File: src/sv/tdpf_pkg.sv
`timescale 1ns / 1ps
// Shared types and constants for the trial-division prime filter.
// No dependencies; used by every module of the block.
package tdpf_pkg;

	localparam int VALUE_WIDTH_DEF = 24;
	localparam int LIMIT_W         = 13;
	localparam int TRIAL_W         = LIMIT_W + 1;

	localparam logic [LIMIT_W-1:0] LIMIT_RESET = 13'd4096;
	localparam logic [LIMIT_W-1:0] DIV_3       = 13'd3;
	localparam logic [LIMIT_W-1:0] DIV_5       = 13'd5;
	localparam logic [LIMIT_W-1:0] DIV_7       = 13'd7;
	localparam logic [TRIAL_W-1:0] TRIAL_FIRST = 14'd3;
	localparam logic [TRIAL_W-1:0] TRIAL_STEP  = 14'd2;

	typedef enum logic [1:0] {
		SEL_3,
		SEL_5,
		SEL_7,
		SEL_TRIAL
	} div_sel_t;

	// controller -> datapath
	typedef struct packed {
		logic     load;
		logic     div_start;
		div_sel_t div_sel;
		logic     trial_init;
		logic     trial_next;
		logic     publish;
		logic     pass;
	} ctrl_cmd_t;

	// datapath -> controller
	typedef struct packed {
		logic cand_odd;
		logic div_done;
		logic rem_zero;
		logic trial_end;
		logic out_free;
	} dp_stat_t;

endpackage

File: src/sv/trial_division_prime_filter_top.sv
`timescale 1ns / 1ps
// Trial-division prime filter, top level; built from tdpf_pkg, tdpf_ctrl and tdpf_dp.
// Sequence, request accepted to result valid: an even candidate is rejected without division; an odd
//   one runs the fixed tests by 3/5/7, then one division per odd trial divisor, then a final
//   limit check if no divisor hits; each division runs on the one-bit-per-cycle remainder unit.
// Throughput: one request in flight; the next is accepted once its result is registered.
// Reset (arst_n low, asynchronous): divisor_limit = 4096, survivor count = 0, no result.
module trial_division_prime_filter_top #(
	parameter int VALUE_WIDTH = tdpf_pkg::VALUE_WIDTH_DEF
) (
	input  logic                                 clk,
	input  logic                                 arst_n,
	// request in
	input  logic                                 s_axis_tvalid,
	output logic                                 s_axis_tready,
	input  logic [((VALUE_WIDTH+7)/8)*8-1:0]     s_axis_tdata,  // candidate, zero pad
	input  logic                                 s_axis_tlast,  // last_in_range
	// result out
	output logic                                 m_axis_tvalid,
	input  logic                                 m_axis_tready,
	output logic [((2*VALUE_WIDTH+7)/8)*8-1:0]   m_axis_tdata,  // tested_value, survivor_total, pad
	output logic                                 m_axis_tuser,  // survives
	output logic                                 m_axis_tlast,  // range_done
	// divisor_limit register
	input  logic                                 cfg_wen,
	input  logic [tdpf_pkg::LIMIT_W-1:0]         cfg_wdata
);

	localparam int OUT_W = ((2*VALUE_WIDTH+7)/8)*8;

	tdpf_pkg::ctrl_cmd_t    cmd;
	tdpf_pkg::dp_stat_t     stat;
	logic [VALUE_WIDTH-1:0] out_value;
	logic [VALUE_WIDTH-1:0] out_total;

	// Sequencer: accept, fixed tests by 3/5/7, then odd trial divisors.
	tdpf_ctrl u_ctrl (
		.clk      (clk),
		.arst_n   (arst_n),
		.in_valid (s_axis_tvalid),
		.in_ready (s_axis_tready),
		.stat     (stat),
		.cmd      (cmd)
	);

	// Remainder unit, counters and the result register.
	tdpf_dp #(
		.VALUE_WIDTH (VALUE_WIDTH)
	) u_dp (
		.clk          (clk),
		.arst_n       (arst_n),
		.cmd          (cmd),
		.stat         (stat),
		.in_candidate (s_axis_tdata[VALUE_WIDTH-1:0]),
		.in_last      (s_axis_tlast),
		.cfg_wen      (cfg_wen),
		.cfg_wdata    (cfg_wdata),
		.out_valid    (m_axis_tvalid),
		.out_ready    (m_axis_tready),
		.out_value    (out_value),
		.out_survives (m_axis_tuser),
		.out_total    (out_total),
		.out_last     (m_axis_tlast)
	);

	assign m_axis_tdata = OUT_W'({out_total, out_value});

endmodule

File: src/sv/tdpf_ctrl.sv
`timescale 1ns / 1ps
// Sequencing state machine of the prime filter.
// Depends on tdpf_pkg; drives tdpf_dp through ctrl_cmd_t / dp_stat_t.
module tdpf_ctrl (
	input  logic                 clk,
	input  logic                 arst_n,
	input  logic                 in_valid,
	output logic                 in_ready,
	input  tdpf_pkg::dp_stat_t   stat,
	output tdpf_pkg::ctrl_cmd_t  cmd
);

	typedef enum logic [2:0] {
		ST_IDLE,
		ST_CHECK,
		ST_DIV,
		ST_TRIAL,
		ST_FINISH
	} state_t;

	state_t             state_q;
	tdpf_pkg::div_sel_t sel_q;
	logic               pass_q;

	function automatic tdpf_pkg::div_sel_t next_sel(input tdpf_pkg::div_sel_t s);
		case (s)
			tdpf_pkg::SEL_3: next_sel = tdpf_pkg::SEL_5;
			tdpf_pkg::SEL_5: next_sel = tdpf_pkg::SEL_7;
			default:         next_sel = tdpf_pkg::SEL_TRIAL;
		endcase
	endfunction

	assign in_ready = (state_q == ST_IDLE);

	always_comb begin
		cmd         = '0;
		cmd.div_sel = sel_q;
		cmd.pass    = pass_q;
		case (state_q)
			ST_IDLE: begin
				cmd.load = in_valid;
			end
			ST_CHECK: begin
				if (stat.cand_odd) begin
					cmd.div_start = 1'b1;
					cmd.div_sel   = tdpf_pkg::SEL_3;
				end
			end
			ST_DIV: begin
				if (stat.div_done && !stat.rem_zero) begin
					case (sel_q)
						tdpf_pkg::SEL_3, tdpf_pkg::SEL_5: begin
							cmd.div_start = 1'b1;
							cmd.div_sel   = next_sel(sel_q);
						end
						tdpf_pkg::SEL_7:     cmd.trial_init = 1'b1;
						tdpf_pkg::SEL_TRIAL: cmd.trial_next = 1'b1;
						default: ;
					endcase
				end
			end
			ST_TRIAL: begin
				if (!stat.trial_end) begin
					cmd.div_start = 1'b1;
					cmd.div_sel   = tdpf_pkg::SEL_TRIAL;
				end
			end
			ST_FINISH: begin
				cmd.publish = stat.out_free;
			end
			default: ;
		endcase
	end

	always_ff @(posedge clk or negedge arst_n) begin
		if (!arst_n) begin
			state_q <= ST_IDLE;
			sel_q   <= tdpf_pkg::SEL_3;
			pass_q  <= 1'b0;
		end else begin
			case (state_q)
				ST_IDLE: begin
					if (in_valid) state_q <= ST_CHECK;
				end
				ST_CHECK: begin
					if (stat.cand_odd) begin
						sel_q   <= tdpf_pkg::SEL_3;
						state_q <= ST_DIV;
					end else begin
						pass_q  <= 1'b0;
						state_q <= ST_FINISH;
					end
				end
				ST_DIV: begin
					if (stat.div_done) begin
						if (stat.rem_zero) begin
							pass_q  <= 1'b0;
							state_q <= ST_FINISH;
						end else if (sel_q == tdpf_pkg::SEL_3 || sel_q == tdpf_pkg::SEL_5) begin
							sel_q <= next_sel(sel_q);
						end else begin
							state_q <= ST_TRIAL;
						end
					end
				end
				ST_TRIAL: begin
					if (stat.trial_end) begin
						pass_q  <= 1'b1;
						state_q <= ST_FINISH;
					end else begin
						sel_q   <= tdpf_pkg::SEL_TRIAL;
						state_q <= ST_DIV;
					end
				end
				ST_FINISH: begin
					if (stat.out_free) state_q <= ST_IDLE;
				end
				default: state_q <= ST_IDLE;
			endcase
		end
	end

endmodule

File: src/sv/tdpf_dp.sv
`timescale 1ns / 1ps
// Datapath: candidate hold, bit-serial remainder unit, trial divisor
// counter, survivor count and output register. Depends on tdpf_pkg.
module tdpf_dp #(
	parameter int VALUE_WIDTH = tdpf_pkg::VALUE_WIDTH_DEF
) (
	input  logic                         clk,
	input  logic                         arst_n,
	input  tdpf_pkg::ctrl_cmd_t          cmd,
	output tdpf_pkg::dp_stat_t           stat,
	input  logic [VALUE_WIDTH-1:0]       in_candidate,
	input  logic                         in_last,
	input  logic                         cfg_wen,
	input  logic [tdpf_pkg::LIMIT_W-1:0] cfg_wdata,
	output logic                         out_valid,
	input  logic                         out_ready,
	output logic [VALUE_WIDTH-1:0]       out_value,
	output logic                         out_survives,
	output logic [VALUE_WIDTH-1:0]       out_total,
	output logic                         out_last
);

	localparam int CNT_W = $clog2(VALUE_WIDTH + 1);
	localparam logic [CNT_W-1:0] CNT_LOAD = CNT_W'(VALUE_WIDTH);
	localparam logic [CNT_W-1:0] CNT_ONE  = CNT_W'(1);

	logic [tdpf_pkg::LIMIT_W-1:0] limit_q;
	logic [VALUE_WIDTH-1:0]       cand_q;
	logic                         last_q;
	logic [tdpf_pkg::TRIAL_W-1:0] trial_q;

	// remainder unit
	logic [VALUE_WIDTH-1:0]       dividend_q;
	logic [tdpf_pkg::LIMIT_W-1:0] dvs_q;
	logic [tdpf_pkg::LIMIT_W-1:0] rem_q;
	logic [CNT_W-1:0]             cnt_q;
	logic                         busy_q;
	logic                         done_q;
	logic [tdpf_pkg::LIMIT_W:0]   rem_shift;
	logic [tdpf_pkg::LIMIT_W:0]   rem_sub;
	logic [tdpf_pkg::LIMIT_W-1:0] dvs_sel;

	logic [VALUE_WIDTH-1:0]       surv_q;
	logic [VALUE_WIDTH-1:0]       surv_next;
	logic                         out_valid_q;
	logic [VALUE_WIDTH-1:0]       out_value_q;
	logic                         out_pass_q;
	logic [VALUE_WIDTH-1:0]       out_total_q;
	logic                         out_last_q;

	always_comb begin
		case (cmd.div_sel)
			tdpf_pkg::SEL_3: dvs_sel = tdpf_pkg::DIV_3;
			tdpf_pkg::SEL_5: dvs_sel = tdpf_pkg::DIV_5;
			tdpf_pkg::SEL_7: dvs_sel = tdpf_pkg::DIV_7;
			default:         dvs_sel = trial_q[tdpf_pkg::LIMIT_W-1:0];
		endcase
	end

	assign rem_shift = {rem_q, dividend_q[VALUE_WIDTH-1]};
	assign rem_sub   = rem_shift - {1'b0, dvs_q};
	assign surv_next = surv_q + VALUE_WIDTH'(1);

	assign stat.cand_odd  = cand_q[0];
	assign stat.div_done  = done_q;
	assign stat.rem_zero  = (rem_q == '0);
	assign stat.trial_end = (trial_q >= {1'b0, limit_q});
	assign stat.out_free  = !out_valid_q || out_ready;

	always_ff @(posedge clk or negedge arst_n) begin
		if (!arst_n) begin
			limit_q     <= tdpf_pkg::LIMIT_RESET;
			busy_q      <= 1'b0;
			done_q      <= 1'b0;
			surv_q      <= '0;
			out_valid_q <= 1'b0;
		end else begin
			if (cfg_wen) limit_q <= cfg_wdata;

			done_q <= busy_q && (cnt_q == CNT_ONE);
			if (cmd.div_start)
				busy_q <= 1'b1;
			else if (busy_q && cnt_q == CNT_ONE)
				busy_q <= 1'b0;

			if (cmd.publish) begin
				out_valid_q <= 1'b1;
				if (cmd.pass) surv_q <= surv_next;
			end else if (out_ready) begin
				out_valid_q <= 1'b0;
			end
		end
	end

	// payload registers, no reset
	always_ff @(posedge clk) begin
		if (cmd.load) begin
			cand_q <= in_candidate;
			last_q <= in_last;
		end
		if (cmd.trial_init)
			trial_q <= tdpf_pkg::TRIAL_FIRST;
		else if (cmd.trial_next)
			trial_q <= trial_q + tdpf_pkg::TRIAL_STEP;

		if (cmd.div_start) begin
			dvs_q      <= dvs_sel;
			dividend_q <= cand_q;
			rem_q      <= '0;
			cnt_q      <= CNT_LOAD;
		end else if (busy_q) begin
			// restoring step: one quotient bit per cycle
			dividend_q <= dividend_q << 1;
			cnt_q      <= cnt_q - CNT_ONE;
			if (rem_sub[tdpf_pkg::LIMIT_W])
				rem_q <= rem_shift[tdpf_pkg::LIMIT_W-1:0];
			else
				rem_q <= rem_sub[tdpf_pkg::LIMIT_W-1:0];
		end

		if (cmd.publish) begin
			out_value_q <= cand_q;
			out_pass_q  <= cmd.pass;
			out_total_q <= cmd.pass ? surv_next : surv_q;
			out_last_q  <= last_q;
		end
	end

	assign out_valid    = out_valid_q;
	assign out_value    = out_value_q;
	assign out_survives = out_pass_q;
	assign out_total    = out_total_q;
	assign out_last     = out_last_q;

endmodule

File: config.mk
export PLATFORM = sky130hd
export DESIGN_NAME = trial_division_prime_filter_top
export DESIGN_NICKNAME = d
export VERILOG_FILES = /design/src/sv/tdpf_pkg.sv /design/src/sv/trial_division_prime_filter_top.sv /design/src/sv/tdpf_ctrl.sv /design/src/sv/tdpf_dp.sv
export SDC_FILE = /design/constraint.sdc
export NUM_CORES = 1
export LEC_CHECK = 0
export ABC_AREA = 1
export BUFFER_PORTS_ARGS = -buffer_cell sky130_fd_sc_hd__clkbuf_2
export CORE_MARGIN = 2
export CORE_UTILIZATION = 45
export CTS_BUF_LIST = sky130_fd_sc_hd__clkbuf_2
export CTS_CLUSTER_DIAMETER = 50
export DETAILED_ROUTE_END_ITERATION = 7
export PLACE_DENSITY = 0.67
export SYNTH_ARGS = -nofsm -noshare
export SYNTH_HDL_FRONTEND = slang
export SYNTH_SLANG_ARGS = --single-unit
File: constraint.sdc
create_clock -name clk -period 7 [get_ports clk]
set_input_delay 0.35 -clock clk [delete_from_list [all_inputs] [get_ports clk]]
set_output_delay 0.35 -clock clk [all_outputs]
set_load 0.01 [all_outputs]
### Yosys cells after proc, flatten, opt, wreduce, memory -nomap -nowiden

Cells that the tools add are included.
Widths: inputs -> output; s select.

| operators by class | value |
|---|---|
| add/subtract/negate cells | 4 |
| magnitude comparators | 1 |
| equal/unequal tests | 21 |
| muxes and demuxes | 39 |
| reductions and logical operators | 18 |

Operator list:

| operator | count |
|---|---|
| $mux 24 | 3 |
| $pmux 13 s3 | 1 |
| $mux 3 | 10 |
| $add 24x1->24 const B | 1 |
| $pmux 3 s5 | 1 |
| $add 14x2->14 const B | 1 |
| $ge 14x13->1 | 1 |
| $sub 14x13->14 | 1 |
| $logic_not 13->1 | 1 |
| $mux 13 | 1 |
| $mux 1 | 12 |
| $mux 2 | 6 |
| $ne 2x1->1 const B | 6 |
| $pmux 3 s3 | 1 |
| $ne 2x2->1 const B | 4 |
| $eq 2x2->1 const B | 3 |
| $eq 3x2->1 const B | 2 |
| $pmux 2 s3 | 1 |
| $reduce_and 6->1 | 1 |
| $reduce_bool 2->1 | 3 |
| $eq 5x1->1 const B | 1 |
| $mux 5 | 1 |
| $reduce_and 5->1 | 1 |
| $sub 5x1->5 const B | 1 |
| 14 further kinds | 19 |

| word-level totals | value |
|---|---|
| flip-flop bits (word level) | 190 |
| input bits | 43 |
| output and inout port bits | 52 |

### Depth between registers and ports, before layout

Gate-level depths: netlist of run 1.

| logic depth | value |
|---|---|
| word-level depth | 7 |
| gate-level depth with buffers | 14 |
| depth with buffers taken out | 14 |

### Cells and area by module

Synthesis of run 1 repeated with hierarchy kept, for this count alone.

| second synthesis, totals | value |
|---|---|
| cells, all modules | 1,000 |
| area total of the unflattened synthesis | 9,106.2 sq um |

By module, submodules not included:

| module | instances | cells each | area an instance (sq um) | sequential area each (sq um) |
|---|---|---|---|---|
| tdpf_dp | 1 | 914 | 8,530.7 | 4,956.0 |
| tdpf_ctrl | 1 | 86 | 575.6 | 150.1 |

### Worst setup path before layout of run 1

OpenSTA, ideal clock, no wires.

| timing | value |
|---|---|
| path kind | register -> register |
| start point | reg u_dp.limit_q[12] (netlist name) |
| end point | reg u_dp.dividend_q[0], enable pin |
| arrival | 2,084 ps |
| required time | 6,619 ps |
| slack | 4,535 ps |
| cell stages (with the launch flop) | 11 |
| path buffers | 1 |
| period minus slack after synthesis | 2,465 ps |
| path through | dfstp_2 > inv_1 > ha_1 > nand4_1 > nor2_1 > nor2_1 > nand3_1 > nand2_1 > nand3_2 > buf_2 > nand2_1 |

| between the ends | value |
|---|---|
| longest elaborated chain between the ends | 4 |

Ends and longest elaborated chain:

| what | RTL line | RTL |
|---|---|---|
| from (decl) | tdpf_dp.sv:27 | `logic [tdpf_pkg::LIMIT_W-1:0] limit_q;` |
| from (signal assigned) | tdpf_dp.sv:72 | `limit_q <= tdpf_pkg::LIMIT_RESET;` |
| from (signal assigned) | tdpf_dp.sv:78 | `if (cfg_wen) limit_q <= cfg_wdata;` |
| $ge 14x13->1 | tdpf_dp.sv:67 | `assign stat.trial_end = (trial_q >= {1'b0, limit_q});` |
| $mux 3 | tdpf_ctrl.sv:63 | `if (!stat.trial_end) begin` |
| $pmux 3 s3 | tdpf_ctrl.sv:39 | `case (state_q)` |
| $reduce_bool 2->1 (no line) | - |  |
| to (signal assigned) | tdpf_dp.sv:108 | `dividend_q <= cand_q;` |
| to (signal assigned) | tdpf_dp.sv:113 | `dividend_q <= dividend_q << 1;` |
| to (decl) | tdpf_dp.sv:33 | `logic [VALUE_WIDTH-1:0] dividend_q;` |

Every way passes these cells.
A chain may end at the register's enable or synchronous reset.

### Worst setup path after layout of run 1

| timing | value |
|---|---|
| start point | reg u_dp.limit_q[12] (netlist name) |
| end point | reg u_dp.dividend_q[13], enable pin |

Same word-level chain as after synthesis.

==> metrics.md, run 1 <==
| Metric | Value |
|---|---|
| CP Max Fanout | `52` |
| DR iter-0 viols | `436` |
| All-Layer GR Usage | `0.172` |
| DR pass1 iterations | `5` |
| Leakage | `5.06 nW` |
| Sequential fraction of the synthesis area | `0.552` |
| Flop pwr share | `0.488` |
| Initial Utilization | `0.458` |
| Number of distinct library cells after synthesis | `49` |
| Status | `complete, no violations` |
| Crit path cell chain | `inv_1 -> ha_1 -> nand4_1 -> nor2_1 -> nor2_1 -> nand3_1 -> nand2_1 -> nand3_2 -> nand2_1` |
| Post-route ant nets | `0` |
| Tightest Hold Check Type | `in -> reg` |
| Synth Net Count | `1,091` |
| Remaining DRCs | `0` |
| Finished Cell Area | `0.0107 mm²` |
| Via density | `4.73` |
| PwrDens | `305 mW/mm²` |
| Ratio of final minimum period to clock period | `0.537` |
| Final Non-Filler Cells | `1,440` |
| Placed instance area | `0.00997 mm²` |
| CTS resizes | `0` |
| Rows | `52` |
| Min cycle time layout | `3.76 ns` |
| Crit path DAT | `4.16 ns` |
| Post-synth EDFFs | `111` |
| Setup crit start | `u_dp.limit_q[12]` |
| Clk pin slew, worst setup/hold paths | `0.28 ns` |
| Worst path slowest cell | `nand2_1` |
| DR vias | `6,804` |
| Top-area cell type share of the netlist area | `0.361` |
| Ys async rst share | `0.245` |
| Mapped Cells | `1,013` |
| Data required, critical path | `7.40 ns` |
| GPL Wtd Cong | `0.848` |
| R2r endpoint | `u_dp.dividend_q[13]` |
| Max_slew headroom | `0.339` |
| Dpl hpwl | `12,700 µm` |
| Max incr delay on CP | `1.12 ns` |
| R2R depth | `9` |
| Commonest register cell after synthesis | `edfxtp_1` |
| Die span in x | `147 µm` |
| Placed Cells | `1,359` |
| Warnings from Yosys | `0` |
| Crit end category | `flop` |
| Max-capacitance violation count | `0` |
| Setup crit start kind | `flop` |
| CTS tree | `done` |
| Biggest area consumer among synthesized cells | `edfxtp_1` |
| Full die area | `0.0217 mm²` |
| Nets | `1,234` |
| Skew final | `0.0579 ns` |
| Top post-synthesis cells by area | `edfxtp_1, nand2_1, dfrtp_1` |
| Setup TNS | `0 ns` |
| Fmax | `0.266 GHz` |
| Crit path to | `u_dp.dividend_q[13]` |
| # hold bufs at CTS | `48` |
| First-pass GRT wire length | `30,200 µm` |
| Synthesized cell area | `0.00925 mm²` |
| Largest net degree at the start of global routing | `53` |
| IO Pins | `95` |
| Initial antenna violation count | `1` |
| WS Path Type | `reg -> reg` |
| Clock power share | `0.158` |
| Slew @ Worst Pin | `0.989 ns` |
| Sw Share | `0.394` |
| Clock latency at the later pin of the worst-skew pair | `0.77 ns` |
| Detailed Route WL | `18,000 µm` |
| Layout cells sized above 1 | `0.166` |
| GR Overflow Total | `0` |
| Comb power frac | `0.354` |
| VDD IR max | `146 µV` |
| Die height | `147 µm` |
| Worst r2r src | `u_dp.limit_q[12]` |
| Final Max Slew Viols | `0` |
| CTS sink count | `188` |
| Area of the core | `0.0202 mm²` |
| H-Tree Depth | `4` |
| Seq cells post-synth | `188` |
| WL per Instance | `12.5 µm` |
| Layout area overhead | `15.4%` |
| Total CTS buffers | `17` |
| Reg2reg setup slack | `3.24 ns` |
| Vias in the first global route | `6,423` |
| I/O Buffers | `94` |
| Synth Area per Inst | `9.13 µm²` |
| CTS Buffer Depth | `2` |
| Net Sw Power | `1.28 mW` |
| Setup violators final | `0` |
| CTS Root Cell | `clkbuf_2` |
| Hold Violations, Final | `0` |
| RSZ-0062 raised after global routing | `false` |
| Post-CTS Setup Bufs | `0` |
| Power Internal | `1.97 mW` |
[power by group through the flow]
stage	clock (mW)	sequential [mW]	combinational (mW)
3_3_place_gp	0	1.61	1.11
5_1_grt	0.569	1.61	1.34
6_report	0.514	1.59	1.15
4_1_cts	0.529	1.59	1.16
3_5_place_dp	0	1.61	1.13
2_1_floorplan	0	1.55	0.944
[kinds of logic after synthesis]
logic type               after synthesis  synth area share
flip-flops                           188             0.552
adder cells (fa/ha/maj)               35            0.0482
buffers and inverters                157            0.0670
XOR/XNOR                              26            0.0263
multiplexers                           2           0.00244
AO/OA/AOI/OAI                         69            0.0414
AND/OR/NAND/NOR                      536             0.262
[cell usage in the layout, fill, tap and decap left out, types with 2 or more instances in the layout]
cell type,count
a21oi_2,2
nand2_4,3
clkinvlp_4,2
a21oi_1,22
clkinv_1,2
o21ai_0,31
inv_1,127
inv_2,8
nand2_1,336
clkinv_4,4
nor2_4,6
mux2_2,2
nor4_1,3
nand2_2,16
clkbuf_2,112
nor2_2,6
dfxtp_1,31
nand3_1,71
xor2_1,22
edfxtp_1,111
o21ai_1,6
inv_8,3
nor3_2,4
xnor2_1,2
nand3_2,5
or2_2,2
nor2_1,48
dlygate4sd3_1,48
nor3_1,9
ha_1,34
and2_1,4
nand4_1,16
buf_4,3
dfrtp_1,45
inv_6,3
nand4_2,2
[state kept, by name (all words and copies together), names as in the netlist, 2 cells and up]
signal / flops
u_ctrl.state_q: 3
u_dp.rem_q: 13
u_dp.dividend_q: 24
u_dp.out_value: 24
u_ctrl.sel_q: 2
u_dp.limit_q: 13
u_dp.trial_q: 13
u_dp.surv_q: 24
u_dp.cnt_q: 5
u_dp.dvs_q: 12
u_dp.cand_q: 24
u_dp.out_total: 24
[cells in the mapped netlist (2+ instances only)]
| library cell | count |
|---|---|
| edfxtp_1 | 111 |
| dfxtp_1 | 31 |
| nand4_2 | 2 |
| nand3_1 | 71 |
| a21oi_1 | 22 |
| nor3_1 | 9 |
| or2_2 | 2 |
| and2_1 | 4 |
| nor2_1 | 49 |
| buf_2 | 9 |
| dfrtp_1 | 45 |
| a21oi_2 | 2 |
| nor2_2 | 5 |
| xor2_1 | 22 |
| o21ai_0 | 31 |
| o21ai_1 | 6 |
| clkbuf_1 | 7 |
| ha_1 | 34 |
| buf_4 | 5 |
| nand3_2 | 5 |
| nor2_4 | 6 |
| nand2_2 | 16 |
| inv_2 | 7 |
| nand2_1 | 336 |
| nand2_4 | 3 |
| inv_1 | 128 |
| nor3_2 | 4 |
| mux2_2 | 2 |
| nor4_1 | 3 |
| nand4_1 | 16 |
| xnor2_1 | 2 |
[worst min-delay path by stage]
stage / slack (ns) / endpoint / startpoint / cells after the start
4_1_cts: 0.01 / u_dp.limit_q[5] / cfg_wen / 2
2_1_floorplan: 0.05 / u_ctrl.pass_q / arst_n / 0
6_report: 0.08 / u_dp.limit_q[5] / cfg_wen / 2
3_5_place_dp: 0.41 / u_dp.out_last / u_dp.last_q / 0
5_1_grt: 0.07 / u_dp.limit_q[2] / cfg_wen / 3
3_3_place_gp: 0.40 / u_dp.out_last / u_dp.last_q / 0
[layout make-up]
| class | instances | area, µm² |
|---|---|---|
| diodes | 1 | 2.50 |
| clock buffers | 18 | 90.1 |
| clock inverters | 14 | 130 |
| fillers | 1878 | 9500 |
| inverters | 136 | 510 |
| multi-input cells | 668 | 3520 |
| flip-flops and latches | 188 | 5110 |
| well taps | 270 | 338 |
| repair buffers | 145 | 973 |
[layer usage]
| metal | GRT usage | up-vias | part of all wire |
|---|---|---|---|
| met5 | 0 | - | 0 |
| met4 | 0.0596 | 0 | 0.021 |
| met3 | 0.0307 | 27 | 0.027 |
| met2 | 0.284 | 91 | 0.48 |
| met1 | 0.230 | 3131 | 0.48 |
| li1 | - | 3555 | - |
[stage by stage]
stage                     utilization  total power [mW]  worst slack [ns]  hold WS (ns)
after detailed placement        0.494              2.75              3.25         0.406
after global routing            0.529              3.53              2.87        0.0693
after CTS                       0.529              3.28              3.20        0.0107
after floorplan                     -              2.50              4.54        0.0544
after global placement          0.494              2.72              3.26         0.401
final                           0.529              3.25              3.24        0.0810
[critical path, delay by kind of cell, from the launching register on]
kind	cells	cell delay, ns
adder cells (fa/ha/maj)	1	0.30
flip-flops	1	0.59
AND/OR/NAND/NOR	7	2.46
buffers and inverters	1	0.04
No activity file was read; power rests on OpenSTA's default activity.
==> run 2, diff against run 1 <==
--- a/config.mk
+++ b/config.mk
@@ -12,7 +12,7 @@
 export CTS_BUF_LIST = sky130_fd_sc_hd__clkbuf_2
 export CTS_CLUSTER_DIAMETER = 50
 export DETAILED_ROUTE_END_ITERATION = 7
-export PLACE_DENSITY = 0.67
+export PLACE_DENSITY = 0.69
 export SYNTH_ARGS = -nofsm -noshare
 export SYNTH_HDL_FRONTEND = slang
 export SYNTH_SLANG_ARGS = --single-unit
==> constraint.sdc (replaced) <==
create_clock -name clk -period 3.32 [get_ports clk]
set_input_delay 0.166 -clock clk [delete_from_list [all_inputs] [get_ports clk]]
set_output_delay 0.166 -clock clk [all_outputs]
set_load 0.01 [all_outputs]
==> metrics.md, run 2 (synthesis results as in run 1) <==
| Metric | Value |
|---|---|
| Status | `complete, no violations` |
| R2r endpoint | `u_dp.dvs_q[1]` |
| CTS sink count | `188 (unchanged)` |
| Full die area | `0.0217 mm² (unchanged)` |
| Placed Cells | `1,365 (+0.44%)` |
| Rows | `52 (unchanged)` |
| Via density | `4.76 (+0.65%)` |
| CTS Root Cell | `clkbuf_2` |
| Final Non-Filler Cells | `1,486 (+3.2%)` |
| DR top layer | `met4` |
| Vias in the first global route | `6,912 (+7.6%)` |
| IO Pins | `95 (unchanged)` |
| Clk pin slew, worst setup/hold paths | `0.32 ns (+0.04 ns)` |
| Post-Place Worst Slack | `0.685 ns (-2.56 ns)` |
| Remaining DRCs | `0 (unchanged)` |
| Clock latency at the later pin of the worst-skew pair | `0.80 ns (+0.03 ns)` |
| First-pass GRT wire length | `32,400 µm (+7.3%)` |
| CP Max Fanout | `12 (-77%)` |
| Hold Path Stages | `2 (unchanged)` |
| Commonest non-fill, non-tap cells in the layout | `nand2_1, inv_1, clkbuf_2, edfxtp_1, dlygate4sd3_1` |
| DR iter-0 viols | `472 (+8.3%)` |
| Slew @ Worst Pin | `0.634 ns (-0.355 ns)` |
| Top delay family on crit path | `simple AND/OR/NAND/NOR gates` |
| Max incr delay on CP | `0.59 ns (-0.53 ns)` |
| Worst r2r src | `u_dp.limit_q[12]` |
| Initial Utilization | `0.458 (unchanged)` |
| Largest net degree at the start of global routing | `63 (+19%)` |
| PwrDens | `638 mW/mm² (+110%)` |
| Placed instance area | `0.0100 mm² (+0.58%)` |
| Layout filler cell count | `1,809 (-3.7%)` |
| Setup TNS | `0 ns (unchanged)` |
| Finished Cell Area | `0.0112 mm² (+4.9%)` |
| Crit end category | `flop` |
| Tightest Hold Check Type | `in -> reg` |
| CP most frequent cell | `nand4_1` |
| Layout area overhead | `21.1%` |
| I/O Buffers | `94 (unchanged)` |
| Hold Crit Endpoint | `u_dp.cand_q[19]` |
| Nets | `1,280 (+3.7%)` |
| Max_slew headroom | `0.574 (+0.235)` |
| CTS resizes | `0 (unchanged)` |
| All-Layer GR Usage | `0.184 (+0.0122)` |
| Commonest non-fill, non-tap cell in the layout | `nand2_1` |
| Die span in x | `147 µm (unchanged)` |
| Initial antenna violation count | `1 (unchanged)` |
| CTS Buffer Depth | `2 (unchanged)` |
| WP buf/inv | `2 (+1)` |
| Met3 WL | `568 µm (+19%)` |
| Fin worst setup slack | `0.673 ns (-2.57 ns)` |
| # hold bufs at CTS | `84 (+75%)` |
| Post-route ant nets | `0 (unchanged)` |
| Dpl hpwl | `13,200 µm (+4.7%)` |
| Fmax | `0.378 GHz (+42%)` |
| H-Tree Depth | `4 (unchanged)` |
| Worst path slowest cell | `dfstp_2` |
| Die height | `147 µm (unchanged)` |
| GR Overflow Total | `0 (unchanged)` |
| Area of the core | `0.0202 mm² (unchanged)` |
| Data required, critical path | `3.89 ns (-3.51 ns)` |
| Crit path cell chain | `inv_1 -> ha_1 -> nand4_1 -> nor2_1 -> nor2_1 -> nand4_1 -> nand3_1 -> ha_1 -> inv_1 -> nand4_1 -> nand2_1` |
| Setup violators final | `0 (unchanged)` |
| Met2 routed WL | `9870 µm (+15%)` |
| Detailed Route WL | `19,300 µm (+7.3%)` |
| GPL Wtd Cong | `0.828 (-2.4%)` |
| Final Max Slew Viols | `0 (unchanged)` |
| Min cycle time layout | `2.65 ns (-1.11 ns)` |
| DR vias | `7,067 (+3.9%)` |
| Layout cells sized above 1 | `0.166 (+0.000301)` |
| Leakage | `5.29 nW (+4.6%)` |
| WL per Instance | `13.0 µm (+4.0%)` |
| Reg2reg setup slack | `0.67 ns (-2.57 ns)` |
| HP Start | `s_axis_tdata[19]` |
| Ratio of final minimum period to clock period | `0.797 (+0.260)` |
| R2R depth | `11 (+2)` |
| DR pass1 iterations | `5 (unchanged)` |
| RSZ-0062 raised after global routing | `false` |
| Setup crit start kind | `flop` |
| WL met1 | `8640 µm (+0.72%)` |
| Total CTS buffers | `17 (unchanged)` |
| Hold Violations, Final | `0 (unchanged)` |
| Crit path DAT | `3.22 ns (-0.94 ns)` |
| Skew final | `0.0635 ns (+0.00557 ns)` |
| VDD IR max | `340 µV (+130%)` |
| WS Path Type | `reg -> reg` |
| CTS tree | `done` |
| Max-capacitance violation count | `0 (unchanged)` |
| Post-CTS Setup Bufs | `0 (unchanged)` |
## run 2: worst max-delay path by stage
stage	startpoint	to	slack [ns]	cells after the start
floorplan	u_dp.limit_q[12]	u_dp.dividend_q[0]	0.86	10
detailed placement	u_dp.limit_q[12]	u_dp.dvs_q[1]	0.69	11
CTS	u_dp.limit_q[12]	u_dp.dvs_q[1]	0.65	11
global placement	u_dp.limit_q[12]	u_dp.dvs_q[1]	0.73	11
finish	u_dp.limit_q[12]	u_dp.dvs_q[1]	0.67	11
global route	u_dp.limit_q[12]	u_dp.dvs_q[2]	0.40	11
## run 2: metal layers
| layer | track usage | vias to the layer above |
|---|---|---|
| li1 | - | 3650 |
| met1 | 0.229 | 3292 |
| met2 | 0.327 | 105 |
| met3 | 0.0326 | 20 |
| met4 | 0.0587 | 0 |
| met5 | 0 | - |
## run 2: where the power goes
| part | total, mW | internal (mW) | switching (mW) |
|---|---|---|---|
| clock | 1.26 | 0.295 | 0.967 |
| combinational | 2.52 | 0.974 | 1.55 |
| sequential | 3.36 | 3.01 | 0.348 |
| total | 7.14 | 4.28 | 2.87 |
## run 2: stage by stage
step	total power, mW	utilization	hold WS (ns)
floorplan	5.26	-	-0.130
global placement	5.76	0.497	0.238
detailed placement	5.83	0.497	0.247
CTS	7.19	0.553	0.000846
global route	7.73	0.555	0.0232
finish	7.14	0.555	0.0979
## run 2: area by class of cell
type | count | area, µm² | share of cell area
Antenna cell | 1 | 2.50 | 0.000223
Clock buffer | 17 | 85.1 | 0.00760
Clock inverter | 15 | 193 | 0.0172
Inverter | 136 | 510 | 0.0456
Multi-Input combinational cell | 668 | 3520 | 0.315
Sequential cell | 188 | 5110 | 0.456
Tap cell | 270 | 338 | 0.0302
Timing Repair Buffer | 191 | 1440 | 0.129
